===== config.mk =====
export PLATFORM = sky130hd
export DESIGN_NAME = rbfi_ctrl
export DESIGN_NICKNAME = d
export VERILOG_FILES = /design/src/design/rbfi_pkg.sv /design/src/design/rbfi_ctrl.sv
export SDC_FILE = /design/constraint.sdc
export NUM_CORES = 1
export LEC_CHECK = 0
export ABC_AREA = 1
export ABC_CLOCK_PERIOD_IN_PS = 1500
export BUFFER_PORTS_ARGS = -buffer_cell sky130_fd_sc_hd__buf_4
export CAP_MARGIN = 20
export CORE_AREA = 3 3 55 83
export CTS_CLUSTER_SIZE = 10
export DETAILED_ROUTE_END_ITERATION = 7
export DIE_AREA = 0 0 58 86
export HOLD_SLACK_MARGIN = 0.06
export PLACE_DENSITY = 0.74
export SYNTH_ARGS = -nofsm -noshare
export SYNTH_HDL_FRONTEND = slang
export SYNTH_SLANG_ARGS = --single-unit

===== constraint.sdc =====
create_clock -name clk -period 1.5 [get_ports clk]
set_input_delay 0 -clock clk [delete_from_list [all_inputs] [get_ports clk]]
set_output_delay 0 -clock clk [all_outputs]
set_load 0.01 [all_outputs]

===== src/design/rbfi_pkg.sv =====
`timescale 1ns / 1ps
// Shared types, codes and fixed-point helpers for the rigid body force integrator.
// Used by rbfi_ctrl, rbfi_datapath and the top level; depends on nothing.
package rbfi_pkg;

    localparam int FORCE_SLOTS_DEFAULT = 16;

    // Configuration register indexes.
    localparam logic REG_INVERSE_MASS    = 1'b0;
    localparam logic REG_TORQUE_DISABLED = 1'b1;

    localparam logic [31:0] INVM_RESET = 32'h0001_0000;

    // Squared offset length limit, 0.01 in Q32.32.
    localparam logic signed [66:0] LEN2_LIMIT = 67'sd42949673;

    localparam logic signed [31:0] Q_MAX = 32'sh7FFF_FFFF;
    localparam logic signed [31:0] Q_MIN = 32'sh8000_0000;

    // Request types.
    localparam logic [1:0] REQ_IMMEDIATE = 2'd0;
    localparam logic [1:0] REQ_KEYED     = 2'd1;
    localparam logic [1:0] REQ_STEP      = 2'd2;

    // Multiplier operand A sources.
    localparam logic [2:0] A_MAG  = 3'd0;
    localparam logic [2:0] A_FV   = 3'd1;
    localparam logic [2:0] A_OV   = 3'd2;
    localparam logic [2:0] A_TQ   = 3'd3;
    localparam logic [2:0] A_LAT  = 3'd4;
    localparam logic [2:0] A_AAT  = 3'd5;
    localparam logic [2:0] A_VEL  = 3'd6;
    localparam logic [2:0] A_AVEL = 3'd7;

    // Multiplier operand B sources.
    localparam logic [1:0] B_DIR  = 2'd0;
    localparam logic [1:0] B_INVM = 2'd1;
    localparam logic [1:0] B_OV   = 2'd2;
    localparam logic [1:0] B_DT   = 2'd3;

    // Writeback destinations.
    localparam logic [3:0] D_NONE    = 4'd0;
    localparam logic [3:0] D_FV      = 4'd1;
    localparam logic [3:0] D_TQ      = 4'd2;
    localparam logic [3:0] D_VEL     = 4'd3;
    localparam logic [3:0] D_LA      = 4'd4;
    localparam logic [3:0] D_AA      = 4'd5;
    localparam logic [3:0] D_LAT     = 4'd6;
    localparam logic [3:0] D_AAT     = 4'd7;
    localparam logic [3:0] D_POS     = 4'd8;
    localparam logic [3:0] D_AVEL    = 4'd9;
    localparam logic [3:0] D_ROT     = 4'd10;
    localparam logic [3:0] D_ACC_LD  = 4'd11;
    localparam logic [3:0] D_ACC_ADD = 4'd12;

    typedef logic [2:0][31:0] vec3_t;

    typedef struct packed {
        logic       capture;
        logic       mul_en;
        logic [2:0] a_sel;
        logic [1:0] a_idx;
        logic [1:0] b_sel;
        logic [1:0] b_idx;
        logic [3:0] dest;
        logic [1:0] dest_idx;
        logic       sub_acc;
        logic       prep_off;
        logic       copy_sums;
        logic       zero_aaz;
        logic       slot_write;
        logic       slot_read;
        logic       load_slot;
        logic       emit;
    } cmd_t;

    typedef struct packed {
        logic       torque_disabled;
        logic       impulse;
        logic [1:0] req;
        logic       slot_valid;
        logic       lin_small;
    } stat_t;

    // Shift right by 16 (floor) and saturate to 32 bits.
    function automatic logic signed [31:0] sat_floor(input logic signed [66:0] v);
        logic signed [50:0] f;
        f = v[66:16];
        if (f > Q_MAX)
            return Q_MAX;
        else if (f < Q_MIN)
            return Q_MIN;
        else
            return f[31:0];
    endfunction

    function automatic logic signed [31:0] add_sat(input logic signed [31:0] a,
                                                   input logic signed [31:0] b);
        logic signed [32:0] s;
        s = 33'(a) + 33'(b);
        if (s > Q_MAX)
            return Q_MAX;
        else if (s < Q_MIN)
            return Q_MIN;
        else
            return s[31:0];
    endfunction

    function automatic logic signed [31:0] sub_sat(input logic signed [31:0] a,
                                                   input logic signed [31:0] b);
        logic signed [32:0] s;
        s = 33'(a) - 33'(b);
        if (s > Q_MAX)
            return Q_MAX;
        else if (s < Q_MIN)
            return Q_MIN;
        else
            return s[31:0];
    endfunction

    function automatic logic signed [31:0] pick3(input vec3_t v, input logic [1:0] i);
        case (i)
            2'd0:    return $signed(v[0]);
            2'd1:    return $signed(v[1]);
            default: return $signed(v[2]);
        endcase
    endfunction

    function automatic logic [1:0] next3(input logic [1:0] i);
        case (i)
            2'd0:    return 2'd1;
            2'd1:    return 2'd2;
            default: return 2'd0;
        endcase
    endfunction

endpackage


===== src/design/rbfi_ctrl.sv =====
`timescale 1ns / 1ps
// Controller: sequences the multiply/writeback operations of each item type.
// Depends on rbfi_pkg; drives rbfi_datapath through cmd_t.
module rbfi_ctrl
    import rbfi_pkg::*;
#(
    parameter int FORCE_SLOTS = FORCE_SLOTS_DEFAULT,
    localparam int SLOT_AW = (FORCE_SLOTS > 1) ? $clog2(FORCE_SLOTS) : 1,
    localparam int SLOT_CW = $clog2(FORCE_SLOTS + 1)
) (
    input  logic               clk,
    input  logic               rst_n,
    input  logic               in_valid,
    output logic               in_ready,
    input  logic [1:0]         req_type,
    output logic               out_valid,
    input  logic               out_ready,
    input  stat_t              stat,
    output cmd_t               cmd,
    output logic [SLOT_AW-1:0] slot_addr
);

    localparam logic [4:0] ST_IDLE    = 5'd0;
    localparam logic [4:0] ST_FV      = 5'd1;
    localparam logic [4:0] ST_FV_WAIT = 5'd2;
    localparam logic [4:0] ST_KWRITE  = 5'd3;
    localparam logic [4:0] ST_LIN     = 5'd4;
    localparam logic [4:0] ST_PREP    = 5'd5;
    localparam logic [4:0] ST_CROSS   = 5'd6;
    localparam logic [4:0] ST_ANG     = 5'd7;
    localparam logic [4:0] ST_S_INIT  = 5'd8;
    localparam logic [4:0] ST_S_READ  = 5'd9;
    localparam logic [4:0] ST_S_LOAD  = 5'd10;
    localparam logic [4:0] ST_S_SQ    = 5'd11;
    localparam logic [4:0] ST_S_SQW   = 5'd12;
    localparam logic [4:0] ST_S_TEST  = 5'd13;
    localparam logic [4:0] ST_S_LIN   = 5'd14;
    localparam logic [4:0] ST_S_CROSS = 5'd15;
    localparam logic [4:0] ST_S_ANG   = 5'd16;
    localparam logic [4:0] ST_S_FIN   = 5'd17;
    localparam logic [4:0] ST_S_VEL   = 5'd18;
    localparam logic [4:0] ST_S_POS   = 5'd19;
    localparam logic [4:0] ST_S_AVEL  = 5'd20;
    localparam logic [4:0] ST_S_ROT   = 5'd21;
    localparam logic [4:0] ST_S_DRAIN = 5'd22;
    localparam logic [4:0] ST_S_EMIT  = 5'd23;

    logic [4:0]         state_reg, state_next;
    logic [2:0]         k_reg, k_next;
    logic [SLOT_CW-1:0] cnt_reg, cnt_next;
    logic               out_valid_reg, out_valid_next;
    logic [1:0]         kk;
    logic               last3, last6;

    function automatic cmd_t mul_op(input logic [2:0] a_sel, input logic [1:0] a_idx,
                                    input logic [1:0] b_sel, input logic [1:0] b_idx,
                                    input logic [3:0] dest, input logic [1:0] dest_idx,
                                    input logic sub_acc);
        cmd_t c;
        c          = '0;
        c.mul_en   = 1'b1;
        c.a_sel    = a_sel;
        c.a_idx    = a_idx;
        c.b_sel    = b_sel;
        c.b_idx    = b_idx;
        c.dest     = dest;
        c.dest_idx = dest_idx;
        c.sub_acc  = sub_acc;
        return c;
    endfunction

    // Cross term k of fv x ov: the first product goes to the accumulator,
    // the second is subtracted from it on writeback.
    function automatic cmd_t cross_op(input logic [2:0] k, input logic [3:0] dest);
        logic [1:0] cm, ia, ib;
        cm = k[2:1];
        ia = next3(cm);
        ib = next3(ia);
        if (!k[0])
            return mul_op(A_FV, ia, B_OV, ib, D_ACC_LD, cm, 1'b0);
        else
            return mul_op(A_FV, ib, B_OV, ia, dest, cm, 1'b1);
    endfunction

    assign kk        = k_reg[1:0];
    assign last3     = (k_reg == 3'd2);
    assign last6     = (k_reg == 3'd5);
    assign in_ready  = (state_reg == ST_IDLE);
    assign out_valid = out_valid_reg;
    assign slot_addr = cnt_reg[SLOT_AW-1:0];

    always_comb
    begin
        cmd            = '0;
        state_next     = state_reg;
        k_next         = k_reg;
        cnt_next       = cnt_reg;
        case (state_reg)
            ST_IDLE:
            begin
                if (in_valid)
                begin
                    cmd.capture = 1'b1;
                    k_next      = 3'd0;
                    case (req_type)
                        REQ_IMMEDIATE: state_next = ST_FV;
                        REQ_KEYED:     state_next = ST_FV;
                        REQ_STEP:      state_next = ST_S_INIT;
                        default:       state_next = ST_IDLE;
                    endcase
                end
            end
            ST_FV:
            begin
                cmd    = mul_op(A_MAG, kk, B_DIR, kk, D_FV, kk, 1'b0);
                k_next = last3 ? 3'd0 : k_reg + 3'd1;
                if (last3)
                    state_next = ST_FV_WAIT;
            end
            ST_FV_WAIT:
                state_next = (stat.req == REQ_KEYED) ? ST_KWRITE : ST_LIN;
            ST_KWRITE:
            begin
                cmd.slot_write = 1'b1;
                state_next     = ST_IDLE;
            end
            ST_LIN:
            begin
                cmd    = mul_op(A_FV, kk, B_INVM, 2'd0, stat.impulse ? D_VEL : D_LA,
                                kk, 1'b0);
                k_next = last3 ? 3'd0 : k_reg + 3'd1;
                if (last3)
                    state_next = stat.torque_disabled ? ST_IDLE : ST_PREP;
            end
            ST_PREP:
            begin
                cmd.prep_off = 1'b1;
                state_next   = ST_CROSS;
            end
            ST_CROSS:
            begin
                cmd    = cross_op(k_reg, D_TQ);
                k_next = last6 ? 3'd0 : k_reg + 3'd1;
                if (last6)
                    state_next = ST_ANG;
            end
            ST_ANG:
            begin
                cmd    = mul_op(A_TQ, kk, B_INVM, 2'd0, D_AA, kk, 1'b0);
                k_next = last3 ? 3'd0 : k_reg + 3'd1;
                if (last3)
                    state_next = ST_IDLE;
            end
            ST_S_INIT:
            begin
                cmd.copy_sums = 1'b1;
                cnt_next      = '0;
                state_next    = ST_S_READ;
            end
            ST_S_READ:
            begin
                if (cnt_reg == SLOT_CW'(FORCE_SLOTS))
                    state_next = ST_S_FIN;
                else if (stat.slot_valid)
                begin
                    cmd.slot_read = 1'b1;
                    state_next    = ST_S_LOAD;
                end
                else
                    cnt_next = cnt_reg + 1'b1;
            end
            ST_S_LOAD:
            begin
                cmd.load_slot = 1'b1;
                k_next        = 3'd0;
                state_next    = ST_S_SQ;
            end
            ST_S_SQ:
            begin
                cmd    = mul_op(A_OV, kk, B_OV, kk, (k_reg == 3'd0) ? D_ACC_LD : D_ACC_ADD,
                                kk, 1'b0);
                k_next = last3 ? 3'd0 : k_reg + 3'd1;
                if (last3)
                    state_next = ST_S_SQW;
            end
            ST_S_SQW:
                state_next = ST_S_TEST;
            ST_S_TEST:
                state_next = stat.lin_small ? ST_S_LIN : ST_S_CROSS;
            ST_S_LIN:
            begin
                cmd    = mul_op(A_FV, kk, B_INVM, 2'd0, D_LAT, kk, 1'b0);
                k_next = last3 ? 3'd0 : k_reg + 3'd1;
                if (last3)
                    state_next = ST_S_CROSS;
            end
            ST_S_CROSS:
            begin
                cmd    = cross_op(k_reg, D_TQ);
                k_next = last6 ? 3'd0 : k_reg + 3'd1;
                if (last6)
                    state_next = ST_S_ANG;
            end
            ST_S_ANG:
            begin
                cmd    = mul_op(A_TQ, kk, B_INVM, 2'd0, D_AAT, kk, 1'b0);
                k_next = last3 ? 3'd0 : k_reg + 3'd1;
                if (last3)
                begin
                    cnt_next   = cnt_reg + 1'b1;
                    state_next = ST_S_READ;
                end
            end
            ST_S_FIN:
            begin
                cmd.zero_aaz = 1'b1;
                k_next       = 3'd0;
                state_next   = ST_S_VEL;
            end
            ST_S_VEL:
            begin
                cmd    = mul_op(A_LAT, kk, B_DT, 2'd0, D_VEL, kk, 1'b0);
                k_next = last3 ? 3'd0 : k_reg + 3'd1;
                if (last3)
                    state_next = ST_S_POS;
            end
            ST_S_POS:
            begin
                cmd    = mul_op(A_VEL, kk, B_DT, 2'd0, D_POS, kk, 1'b0);
                k_next = last3 ? 3'd0 : k_reg + 3'd1;
                if (last3)
                    state_next = stat.torque_disabled ? ST_S_DRAIN : ST_S_AVEL;
            end
            ST_S_AVEL:
            begin
                cmd    = mul_op(A_AAT, kk, B_DT, 2'd0, D_AVEL, kk, 1'b0);
                k_next = last3 ? 3'd0 : k_reg + 3'd1;
                if (last3)
                    state_next = ST_S_ROT;
            end
            ST_S_ROT:
            begin
                cmd    = mul_op(A_AVEL, kk, B_DT, 2'd0, D_ROT, kk, 1'b0);
                k_next = last3 ? 3'd0 : k_reg + 3'd1;
                if (last3)
                    state_next = ST_S_DRAIN;
            end
            ST_S_DRAIN:
                state_next = ST_S_EMIT;
            ST_S_EMIT:
            begin
                if (!out_valid_reg || out_ready)
                begin
                    cmd.emit   = 1'b1;
                    state_next = ST_IDLE;
                end
            end
            default:
                state_next = ST_IDLE;
        endcase
    end

    always_comb
    begin
        if (cmd.emit)
            out_valid_next = 1'b1;
        else if (out_ready)
            out_valid_next = 1'b0;
        else
            out_valid_next = out_valid_reg;
    end

    always_ff @(posedge clk or negedge rst_n)
    begin
        if (!rst_n)
        begin
            state_reg     <= ST_IDLE;
            k_reg         <= '0;
            cnt_reg       <= '0;
            out_valid_reg <= 1'b0;
        end
        else
        begin
            state_reg     <= state_next;
            k_reg         <= k_next;
            cnt_reg       <= cnt_next;
            out_valid_reg <= out_valid_next;
        end
    end

`ifndef SYNTH
    a_emit_sets_valid: assert property (@(posedge clk) disable iff (!rst_n)
        cmd.emit |=> out_valid)
        else $error("result not presented after emit");

    a_cnt_bound: assert property (@(posedge clk) disable iff (!rst_n)
        cnt_reg <= SLOT_CW'(FORCE_SLOTS))
        else $error("slot counter ran past the table");

    a_read_valid_slot: assert property (@(posedge clk) disable iff (!rst_n)
        cmd.slot_read |-> stat.slot_valid)
        else $error("read of a slot that was never written");

    a_rot_torque: assert property (@(posedge clk) disable iff (!rst_n)
        (state_reg == ST_S_AVEL || state_reg == ST_S_ROT) |-> !stat.torque_disabled)
        else $error("rotation integrated with torque disabled");
`endif

endmodule


# Word-level counts from Yosys, hierarchy flattened
# Index checks and enable logic that the tools add are counted.
[op_classes]
mux = 54
reduce_logical = 18
n_addsub = 2
eq_ne = 49
[op_table]
columns = ["op", "n"]
rows = [
  ["$pmux W17 S12", 1],
  ["$pmux W5 S23", 1],
  ["$mux W5", 19],
  ["$eq A5 B5 Y1 const B", 9],
  ["$eq A5 B4 Y1 const B", 8],
  ["$mux W20", 2],
  ["$ne A2 B2 Y1 const B", 16],
  ["$pmux W1 S3", 8],
  ["$mux W3", 7],
  ["$eq A5 B3 Y1 const B", 4],
  ["$pmux W5 S3", 1],
  ["$reduce_and A15 Y1", 1],
  ["$pmux W2 S2", 3],
  ["$pmux W3 S4", 1],
  ["$eq A2 B1 Y1 const B", 5],
  ["$eq A5 B2 Y1 const B", 2],
  ["$reduce_or A10 Y1", 1],
  ["$logic_not A2 Y1", 4],
  ["$pmux W4 S2", 1],
  ["$mux W1", 7],
  ["$mux W2", 3],
  ["$reduce_or A2 Y1", 3],
  ["$add A5 B1 Y5 const B", 1],
  ["$eq A5 B1 Y1 const B", 1],
  ["other kinds (14)", 14],
]
[word_totals]
in_bits = 12
elab_cells = 127
output_inout_bits = 31
ff_bits = 14

# Depth between registers and ports, before layout
# Gate-level depths: netlist (run 1).
[logic_depth]
ltp_word = 8
depth_mapped = 12

# Least setup slack after synthesis (run 1)
# No wires, ideal clock.
[synth_path]
path_type = "flip-flop to flip-flop"
from = "register state_reg[0]"
to = "register cnt_reg[2]"
path_stages_with_launch = 9
arrival_time_ns = 1.374
setup_slack_ns = 0.004
setup_time_ns = 0.122
path_cell_list = "dfrtp_1 > buf_4 > nor2_2 > nand3_2 > nand2_1 > nor2_1 > nor2_4 > nand2_1 > a21boi_2"
[synth_between]
elab_chain_len = 3
[synth_lines]
columns = ["item", "line_no", "rtl"]
rows = [
  ["from (decl)", "rbfi_ctrl.sv:48", "logic [4:0] state_reg, state_next;"],
  ["from (signal assigned)", "rbfi_ctrl.sv:284", "state_reg <= state_next;"],
  ["$eq A5 B4 Y1 / $eq A5 B5 Y1 (equally long branches)", "rbfi_ctrl.sv:98", "case (state_reg)"],
  ["$ne A2 B2 Y1 (no line) / $reduce_bool A3 Y1 (equally long branches)", "n/a", ""],
  ["$reduce_and A4 Y1 (no line)", "n/a", ""],
  ["to (signal assigned)", "rbfi_ctrl.sv:286", "cnt_reg <= cnt_next;"],
  ["to (decl)", "rbfi_ctrl.sv:50", "logic [SLOT_CW-1:0] cnt_reg, cnt_next;"],
]
# Several ways; a longest one is shown, not always the timed one.
# A chain may end at the register's enable or synchronous reset.

# Worst setup path in the final report (run 1)
[layout_path]
from = "register state_reg[1]"
to = "register state_reg[2]"
[layout_between]
elab_chain_len = 3
[layout_lines]
columns = ["item", "line_no"]
rows = [
  ["$eq A5 B4 Y1, or another cell as far along", "rbfi_ctrl.sv:98"],
  ["$ne A3 B3 Y1 (no line) / $ne A2 B2 Y1 (equally long branches)", "n/a"],
  ["$reduce_and A15 Y1 (no line)", "n/a"],
]
# Several ways; a longest one is shown, not always the timed one.

==> metrics, run 1 <==
share of cells above drive strength 1=~60%; top-area cell type share of the netlist area=roughly 20%; register bit total from synthesis=14; synth top area cells=dfrtp_1 (20%), nand2_1 (19%), nand3_1 (10%); drt total wl=9150 um; Starting Density=44.6%; total global-route track usage=30.6%; Clock Power Share=under 10%; detailed-route via count=2802; Layout area overhead=97.9%; Core ar.=~3900 um2; placer congestion estimate=0.953; Worst Max-Slew Pin Slew=~0.32 ns; I/O Buffers=between 40 and 50; crit end category=flip-flop; Post-Syn Area=roughly 1800 um2; clock buffer depth=2; fin nets=446; DR DRC count=0; fmax=about 0.55 GHz; worst relative slew slack=78.9%; Yosys cell types=29; initial DRC count=251; Sw Ratio=51.6%; CTS tree=built; run status=finished with violations; vias in the first global route=2700; Seq/Total Area, Yosys=20.0%; DR pass1 iterations=5; Seq pwr share=between 10% and 20%; first-pass GRT wire length=approximately 12000 um; leakage power figure=between 1.5 and 2 nW; asr flop ratio synth=100%; minimum clock period=1.82 ns; largest area contributor in the netlist=dfrtp_1; placed cell areas=~2500 um2; peak supply drop=about 0.0016 V; RSZ-0062 raised after global routing=true; period utilisation layout=122%; Worst-path clk slew=roughly 0.06 ns; total congestion overflow=0; Via density=5.90; pwr dens=1770 nW/um2; final setup margin=-0.323 ns; CP max FO=5; clk_lat worst skew=around 0.25 ns; Chip Width=just under 60 um; top_reg_cell synth=dfrtp_1; Hold Crit Class=in -> async; Antenna Cells=0; initial antenna violation count=0; largest net degree at the start of global routing=15; final slew viol count=0; failing checks=negative setup slack; Final Setup Violations=36; H-tree depth=1; root buffer cell=clkbuf_8; final core utilization=roughly nine tenths; Comb power frac=between 80% and 90%; R2R setup slack=-0.32 ns; Critical Path RT=between 1.5 and 2 ns; die area=around 5000 um2; Fin. Hold Viols=0; Psw=roughly 3.2 mW; clk sinks=14; cts bufs inserted=3; crit path DAT=between 1.5 and 2 ns; syn avg cell area=around 6 um2; WS Path Type=reg -> reg; Post-Place Worst Slack=-0.168 ns; Layout Cell Area excl Fill=3470 um2; Internal Power=2.96 mW; Clock Skew=about 0.00050 ns; Vert. Die Dim=around 86 um; post-route antenna net violation count=0; mean routed wirelength per cell=between 15 and 20 um; Post-synth EDFFs=0; Final HPWL DP=roughly 4600 um; Ports=43; setup TNS=-7.43 ns; Mapped Nets=310; Max Cap Viol=0; site row count=28; Yosys Warn Count=0; crit start category=flip-flop; Post-Synthesis Cells=296
[layout make-up]
cell class                      instances  area, um2
Multi-Input combinational cell        237       1660
Tap cell                               45       56.3
Fill cell                             177        458
Sequential cell                        14        358
Clock buffer                            3       41.3
Inverter                               39        169
Timing Repair Buffer                  137       1180
[per-layer routing]
layer  wire length [um]  track usage (%)  up-vias
li1                   -                -     1215
met1               3360             32.4     1312
met2               4560             55.5      206
met3                624             4.07       69
met4                613             18.8        0
met5                  0                0        -
[through the flow]
stage / hold WS, ns / cells / total power [mW]
final: 0.141 / 475 / 6.12
after global routing: 0.181 / 475 / 6.41
after CTS: 0.146 / 462 / 5.13
after detailed placement: -0.137 / 438 / 3.89
after global placement: -0.141 / 438 / 3.83
after floorplan: -0.296 / 296 / 2.42
[placed cells by master (no fill, tap or decap), types with 3 or more instances in the layout]
| cell | count |
|---|---|
| inv_1 | 23 |
| o21ai_1 | 4 |
| nor2_4 | 24 |
| nand3_4 | 8 |
| nand2_4 | 20 |
| nand3_2 | 10 |
| o21ai_2 | 3 |
| nand3_1 | 24 |
| buf_6 | 39 |
| inv_2 | 9 |
| nand2_1 | 64 |
| nand4_1 | 4 |
| inv_4 | 5 |
| nand2_2 | 13 |
| o21ai_0 | 4 |
| dfrtp_1 | 8 |
| clkbuf_8 | 3 |
| dfrtp_2 | 6 |
| buf_4 | 96 |
| nor2_2 | 7 |
| nor2_1 | 27 |
[power by group through the flow]
stage	Sequential [mW]	Combinational (mW)	Clock, mW
floorplan	0.621	1.80	0
global placement	0.635	3.19	0
detailed placement	0.643	3.25	0
CTS	0.699	4.12	0.307
global route	0.750	5.34	0.320
finish	0.738	5.07	0.314
[path summary, 6_finish.rpt]
path / start / to / cells after the start
worst max-delay path: state_reg[1] / state_reg[2] / 11
worst min-delay path: rst_n / state_reg[4] / 2
worst max register to register: state_reg[1] / state_reg[2] / 11
worst min register to register: cnt_reg[1] / cnt_reg[1] / 2
max in group asynchronous: rst_n / k_reg[2] / 2
min in group clk: stat[5] / state_reg[1] / 7
[worst max-delay path: stages (launching register included)]
cell and delay [ns]:
dfrtp_2 0.49, clkinv_4 0.11, buf_4 0.16, nand3_4 0.10, buf_4 0.16, nor2_1 0.09
nor2_1 0.14, nand2_1 0.10, nor2_1 0.13, nand2_1 0.08, nand3_1 0.09, nand2_1 0.06
[kinds of logic after synthesis]
family                   Yosys count  share of synthesized area, %
XOR/XNOR                           2                          1.00
AND/OR/NAND/NOR                  207                          57.4
AO/OA/AOI/OAI                     25                          8.50
adder cells (fa/ha/maj)            2                          1.43
buffers and inverters             46                          11.6
flip-flops                        14                          20.0
[timing repair]
| item | CTS | global route |
|---|---|---|
| setup buffers | 20 | 14 |
| pin swaps | 24 | 25 |
| gates cloned | 1 | 0 |
| hold buffers | 2 | 0 |
| endpoints found under the setup margin | 34 | 38 |
| resized for setup | 117 | 59 |
| endpoints found under the hold margin | 15 | 0 |
[synth_stat cells, drive strengths merged, types with 3 or more instances]
cell type,n
dfrtp,14
nor2,57
nand3,42
inv,38
buf,7
nand4,4
a21oi,5
nor3,3
o21ai,12
nand2,97
No activity file was read; power rests on OpenSTA's default activity.
==> run 2: changes to the inputs <==
Settings changed: CELL_PAD_IN_SITES_DETAIL_PLACEMENT set to 0, CELL_PAD_IN_SITES_GLOBAL_PLACEMENT set to 1, CORE_AREA 3 3 55 83 to 3 3 64 96, DIE_AREA 0 0 58 86 to 0 0 67 99, GPL_ROUTABILITY_DRIVEN set to 0, PLACE_DENSITY 0.74 to 0.79.
==> run 2 against run 1 <==
The flow still finishes with violations (negative setup slack). Final cell count increased by 5.1%. Non-clock buffer count decreased by 2. Core utilization down 26 points. Maximum frequency up 8.2%. Critical path type is now reg -> out. Critical endpoint is now cmd[9]. Sequential power is 7.5% lower. Worst setup slack improved by 0.14 ns. Via count shrank 12%. Highest routed layer unchanged.
==> metrics, run 2 (synthesized netlist as in run 1, its figures left out) <==
Clock Skew=0.00640 ns (+0.00590 ns); CP max-delay cell=dfrtp_2; initial antenna violation count=0 (unchanged); run status=finished with violations; Max Cap Viol=0 (unchanged); most frequent cells in the layout=buf_4 (99), nand2_1 (59), buf_6 (34); leakage power figure=1.87 nW (-1.7%); Cell Chain, Critical Path=nor2_4 > nand2_2 > a21oi_2 > nor2_4 > nand2_2 > nand2_2 > o211ai_1 > buf_4; WS Path Type=reg -> out; CP dominant cell by count=nand2_2; clk sinks=14 (unchanged); root buffer cell=clkbuf_8; Seq pwr share=12.0% (about the same); clock buffer depth=2 (unchanged); critical path capture point=cmd[9]; I/O Buffers=42 (unchanged); Sw Ratio=48.4% (-3.2 points); Antenna Cells=0 (unchanged); failing checks=negative setup slack; post-route antenna net violation count=0 (unchanged); Fin. Hold Viols=0 (unchanged); R2R setup slack=-0.17 ns (+0.15 ns); initial DRC count=126 (-50%); Fillers=486 (+170%); detailed-route via count=2462 (-12%); crit path DAT=1.68 ns (-0.28 ns); Core ar.=5450 um2 (+39%); total global-route track usage=20.7% (-10 points); Hold Crit Class=in -> async; Worst Max-Slew Pin Slew=0.266 ns (-0.0501 ns); clk_lat worst skew=0.25 ns (about the same); Comb power frac=81.4% (-1.4 points); CP max FO=6 (+1); Layout area overhead=94.6%; share of cells above drive strength 1=59.9% (+0.14 points); Psw=2.75 mW (-13%); Clock Power Share=6.6% (+1.5 points); hold slack=0.148 ns (+0.00716 ns); CTS tree=built; first-pass GRT wire length=10800 um (-10%); DR DRC count=0 (unchanged); reg2reg path depth=10 (-1); fin nets=444 (-0.45%); cts bufs inserted=3 (unchanged); r2r startpoint=state_reg[2]; crit path launch=state_reg[2]; Worst-path clk slew=0.06 ns (about the same); die area=6630 um2 (+33%); Critical Path RT=1.50 ns (-0.14 ns); FF-to-FF End=state_reg[1]; Internal Power=2.93 mW (-0.96%); Via density=4.93 (-16%); Vert. Die Dim=99 um (+15%); final setup margin=-0.184 ns (+0.139 ns); mean routed wirelength per cell=13.6 um (-29%); total congestion overflow=0 (unchanged); total design power=5.68 mW (-7.2%); crit start category=flip-flop; worst relative slew slack=82.2% (+3.3 points); CP peak stage delay=0.47 ns (-0.02 ns); Ports=43 (unchanged); minimum clock period=1.68 ns (-0.139 ns); fmax=0.594 GHz (+8.2%); H-tree depth=1 (unchanged); Final HPWL DP=4950 um (+6.8%); DR pass1 iterations=4 (-1); crit end category=output pin; Final Setup Violations=34 (-5.6%); period utilisation layout=112% (-9.3 points); site row count=33 (+18%); peak supply drop=0.000771 V (-51%); Chip Width=67 um (+16%); drt total wl=6800 um (-26%); RSZ-0062 raised after global routing=true; vias in the first global route=2393 (-11%); pwr dens=1670 nW/um2 (-5.6%); Starting Density=32.1% (-13 points); largest net degree at the start of global routing=15 (unchanged); final slew viol count=0 (unchanged); commonest non-fill, non-tap cell in the layout=buf_4
run 2: cell count changes in the layout (fill, tap and decap cells not counted), moves of 3 or more:
cell     delta
nand2_1     -5
nand2_4     -6
nand2_2    +11
buf_6       -5
buf_4       +3
run 2: layout make-up:
type | instances | area [um2] | share of cell area (%)
Tap cell | 70 | 87.6 | 2.57
Sequential cell | 14 | 357 | 10.5
Inverter | 39 | 163 | 4.77
Clock buffer | 4 | 55.1 | 1.61
Multi-Input combinational cell | 237 | 1600 | 47.0
Timing Repair Buffer | 135 | 1150 | 33.6
run 2: per-stage QoR:
stage	setup TNS, ns	utilization, %	instances	area (um2)	setup WS [ns]
6_report	-3.88	62.6	499	3410	-0.184
3_5_place_dp	-1.18	47.9	469	2610	-0.0984
3_3_place_gp	-0.909	47.9	469	2610	-0.0886
2_1_floorplan	0	-	296	1750	0.00404
5_1_grt	-6.65	62.6	499	3410	-0.293
4_1_cts	-3.71	59.7	495	3250	-0.177
run 2: layer usage:
| layer | vias up | share of wire, % | routed length [um] | track usage [%] |
|---|---|---|---|---|
| met2 | 71 | 55 | 3760 | 39.4 |
| met4 | 0 | 4.7 | 317 | 7.81 |
| met1 | 1159 | 36 | 2480 | 22.6 |
| met5 | - | 0 | 0 | 0 |
| met3 | 22 | 3.5 | 237 | 1.60 |
| li1 | 1210 | - | - | - |
run 2: how the worst min path moves through the flow:
stage	endpoint	slack [ns]
6_report	cnt_reg[4]	0.15
5_1_grt	k_reg[1]	0.18
4_1_cts	k_reg[0]	0.15
3_5_place_dp	state_reg[0]	-0.13
3_3_place_gp	state_reg[0]	-0.13
2_1_floorplan	cnt_reg[0]	-0.30
run 2: timing repair:
item                                    CTS  global route
endpoints found under the hold margin    15             0
pin swaps                                23            19
hold buffers                              2             0
setup buffers                            20             5
endpoints found under the setup margin   35            38
resized for setup                       122            39
cloned                                    1             0
run 2: power by group through the flow:
stage | Sequential, mW | Combinational (mW) | Clock, mW
floorplan | 0.621 | 1.80 | 0
global placement | 0.619 | 3.28 | 0
detailed placement | 0.624 | 3.31 | 0
CTS | 0.672 | 4.30 | 0.386
global route | 0.702 | 5.02 | 0.397
finish | 0.683 | 4.63 | 0.373
run 2: worst max-delay path: cells and delay by family (launching register included):
family                 cells  cell delay [ns]
AO/OA/AOI/OAI              2             0.24
buffers and inverters      1             0.15
flip-flops                 1             0.47
AND/OR/NAND/NOR            5             0.58
==> run 3: changes to the inputs <==
Settings changed: ABC_CLOCK_PERIOD_IN_PS 1500 to 1990, CORE_AREA 3 3 64 96 to 3 3 72 74, CTS_BUF_LIST set to sky130_fd_sc_hd__clkbuf_16, DIE_AREA 0 0 67 99 to 0 0 75 77, PLACE_DENSITY 0.79 to 0.86.
Clock period 1.5 ns to 1.99 ns, I/O delays scaled along.
==> run 3 against run 2 <==
The flow now finishes without violations. Register-to-register slack improved by 0.45 ns. Clock power increased by 2%. Final cell count decreased by 21%. Worst setup slack improved by 0.31 ns. Total power decreased by 50%. Non-clock buffer count decreased by 90. Die area decreased by 13%. Combinational power decreased by 59%. Via count decreased by 17%. Global-route usage decreased by 2.4 points. Critical path type unchanged. Critical endpoint is now cmd[15]. Highest routed layer unchanged.
==> metrics, run 3 (synthesized netlist as in run 1, its figures left out) <==
WS Path Type=reg -> out; reg2reg path depth=10 (unchanged); initial DRC count=193 (+53%); Fin. Hold Viols=0 (unchanged); crit end category=output pin; fin nets=353 (-20%); Max Cap Viol=0 (unchanged); CP peak stage delay=0.47 ns (about the same); root buffer cell=clkbuf_16; H-tree depth=1 (unchanged); leakage power figure=1.31 nW (-30%); most frequent cells in the layout=nand2_1 (88), nor2_1 (44), buf_4 (43); site row count=25 (-24%); CP max-delay cell=dfrtp_2; vias in the first global route=1938 (-19%); Critical Path RT=1.99 ns (+0.49 ns); drt total wl=5070 um (-25%); placed insts=386 (-18%); CP max FO=8 (+2); fmax=approximately 0.54 GHz; die area=5780 um2 (-13%); Setup Buffers After CTS=0 (-100%); I/O Buffers=42 (unchanged); final slew viol count=0 (unchanged); run status=completed; clock buffer depth=2 (unchanged); Final HPWL DP=4200 um (-15%); CTS tree=built; Ports=43 (unchanged); Worst-path clk slew=0.05 ns (about the same); Layout area overhead=25.3%; post-route antenna net violation count=0 (unchanged); DR DRC count=0 (unchanged); total congestion overflow=0 (unchanged); CP dominant cell by count=nand2_1; hold slack=0.151 ns (+0.00269 ns); peak supply drop=0.000794 V (+3.0%); Cell Chain, Critical Path=inv_1 > nand2_1 > nor2_4 > nand2_1 > nand2_4 > inv_2 > o32ai_1 > buf_4; Vert. Die Dim=77 um (-22%); Chip Width=75 um (+12%); crit start category=flip-flop; final core utilization=47.1% (-15 points); period utilisation layout=around 94%; crit path DAT=1.86 ns (+0.18 ns); RSZ-0062 raised after global routing=false; first-pass GRT wire length=8620 um (-20%); Starting Density=37.6% (+5.4 points); total global-route track usage=18.3% (-2.4 points); commonest non-fill, non-tap cell in the layout=nand2_1; detailed-route via count=2037 (-17%); clk_lat worst skew=0.24 ns (about the same); Hold Crit Class=in -> async; Final Setup Violations=0 (-100%); Final Non-Filler Cells=392 (-21%); mean routed wirelength per cell=12.9 um (-5.0%); pwr dens=1280 nW/um2 (-23%); cts bufs inserted=3 (unchanged); Via density=5.20 (+5.3%); share of cells above drive strength 1=26.3% (-34 points); largest net degree at the start of global routing=15 (unchanged); Antenna Cells=0 (unchanged); Fillers=508 (+4.5%); Clock Skew=0.00431 ns (-0.00209 ns); clk sinks=14 (unchanged); minimum clock period=1.86 ns; initial antenna violation count=0 (unchanged); Core ar.=4660 um2 (-14%); Worst Max-Slew Pin Slew=0.367 ns (+0.101 ns); DR pass1 iterations=4 (unchanged); worst relative slew slack=75.6% (-6.7 points); setup TNS=0 ns (+3.88 ns)
-- run 3: cell count changes in the layout (fill, tap and decap cells not counted), moves of 7 or more --
cell | previous run | this run
nand3_1 | 24 | 35
nor2_4 | 24 | 8
nand2_4 | 14 | 5
inv_1 | 25 | 32
buf_6 | 34 | 0
buf_4 | 99 | 43
nor2_1 | 27 | 44
nand2_1 | 59 | 88
nand2_2 | 24 | 4
-- run 3: final cells by class --
class | instances | area (um2) | share of cell area [%]
Inverter | 39 | 148 | 6.73
Timing Repair Buffer | 45 | 343 | 15.6
Multi-Input combinational cell | 236 | 1200 | 54.8
Sequential cell | 14 | 355 | 16.2
Tap cell | 54 | 67.6 | 3.08
Clock buffer | 3 | 75.1 | 3.42
Clock inverter | 1 | 3.75 | 0.171
-- run 3: per-stage QoR --
stage	power [mW]	worst slack (ns)	instance area, um2
2_1_floorplan	1.83	0.494	1750
3_3_place_gp	2.41	0.132	2090
3_5_place_dp	2.40	0.105	2090
4_1_cts	2.80	0.126	2190
5_1_grt	3.08	0.00478	2190
6_report	2.81	0.128	2190
-- run 3: report_power, final --
part	leakage [nW]	switching (mW)	internal [mW]	total (mW)
registers	0.183	0.161	0.371	0.532
clock network	0.0385	0.115	0.266	0.380
logic	1.09	1.20	0.702	1.90
-- run 3: path summary, 6_finish.rpt --
check	from	to	slack (ns)
setup / recovery	state_reg[0]	cmd[15]	0.13
hold / removal	rst_n	cnt_reg[1]	0.15
setup reg to reg	state_reg[3]	state_reg[4]	0.28
hold reg to reg	out_valid	out_valid	0.55
max in group asynchronous	rst_n	state_reg[1]	1.65
min in group clk	in_valid	k_reg[1]	0.22
-- run 3: routing by layer --
metal / part of all wire, % / GRT usage, % / vias up
li1: - / - / 1041
met1: 47 / 25.1 / 930
met2: 47 / 29.8 / 60
met3: 4.8 / 1.97 / 6
met4: 1.5 / 4.98 / 0
met5: 0 / 0 / -
-- run 3: what timing repair did --
action	CTS	global route
endpoints found under the setup margin	1	4
cloned	0	0
hold buffers	2	0
gates resized for setup	1	6
hold endpoints to repair	15	0
-- run 3: critical path, delay by kind of cell, from the launching register on --
family                 cells  cell delay [ns]
AOI/OAI and AO/OA          1             0.24
buffers and inverters      3             0.37
DFF                        1             0.47
and+or+nand+nor            4             0.54
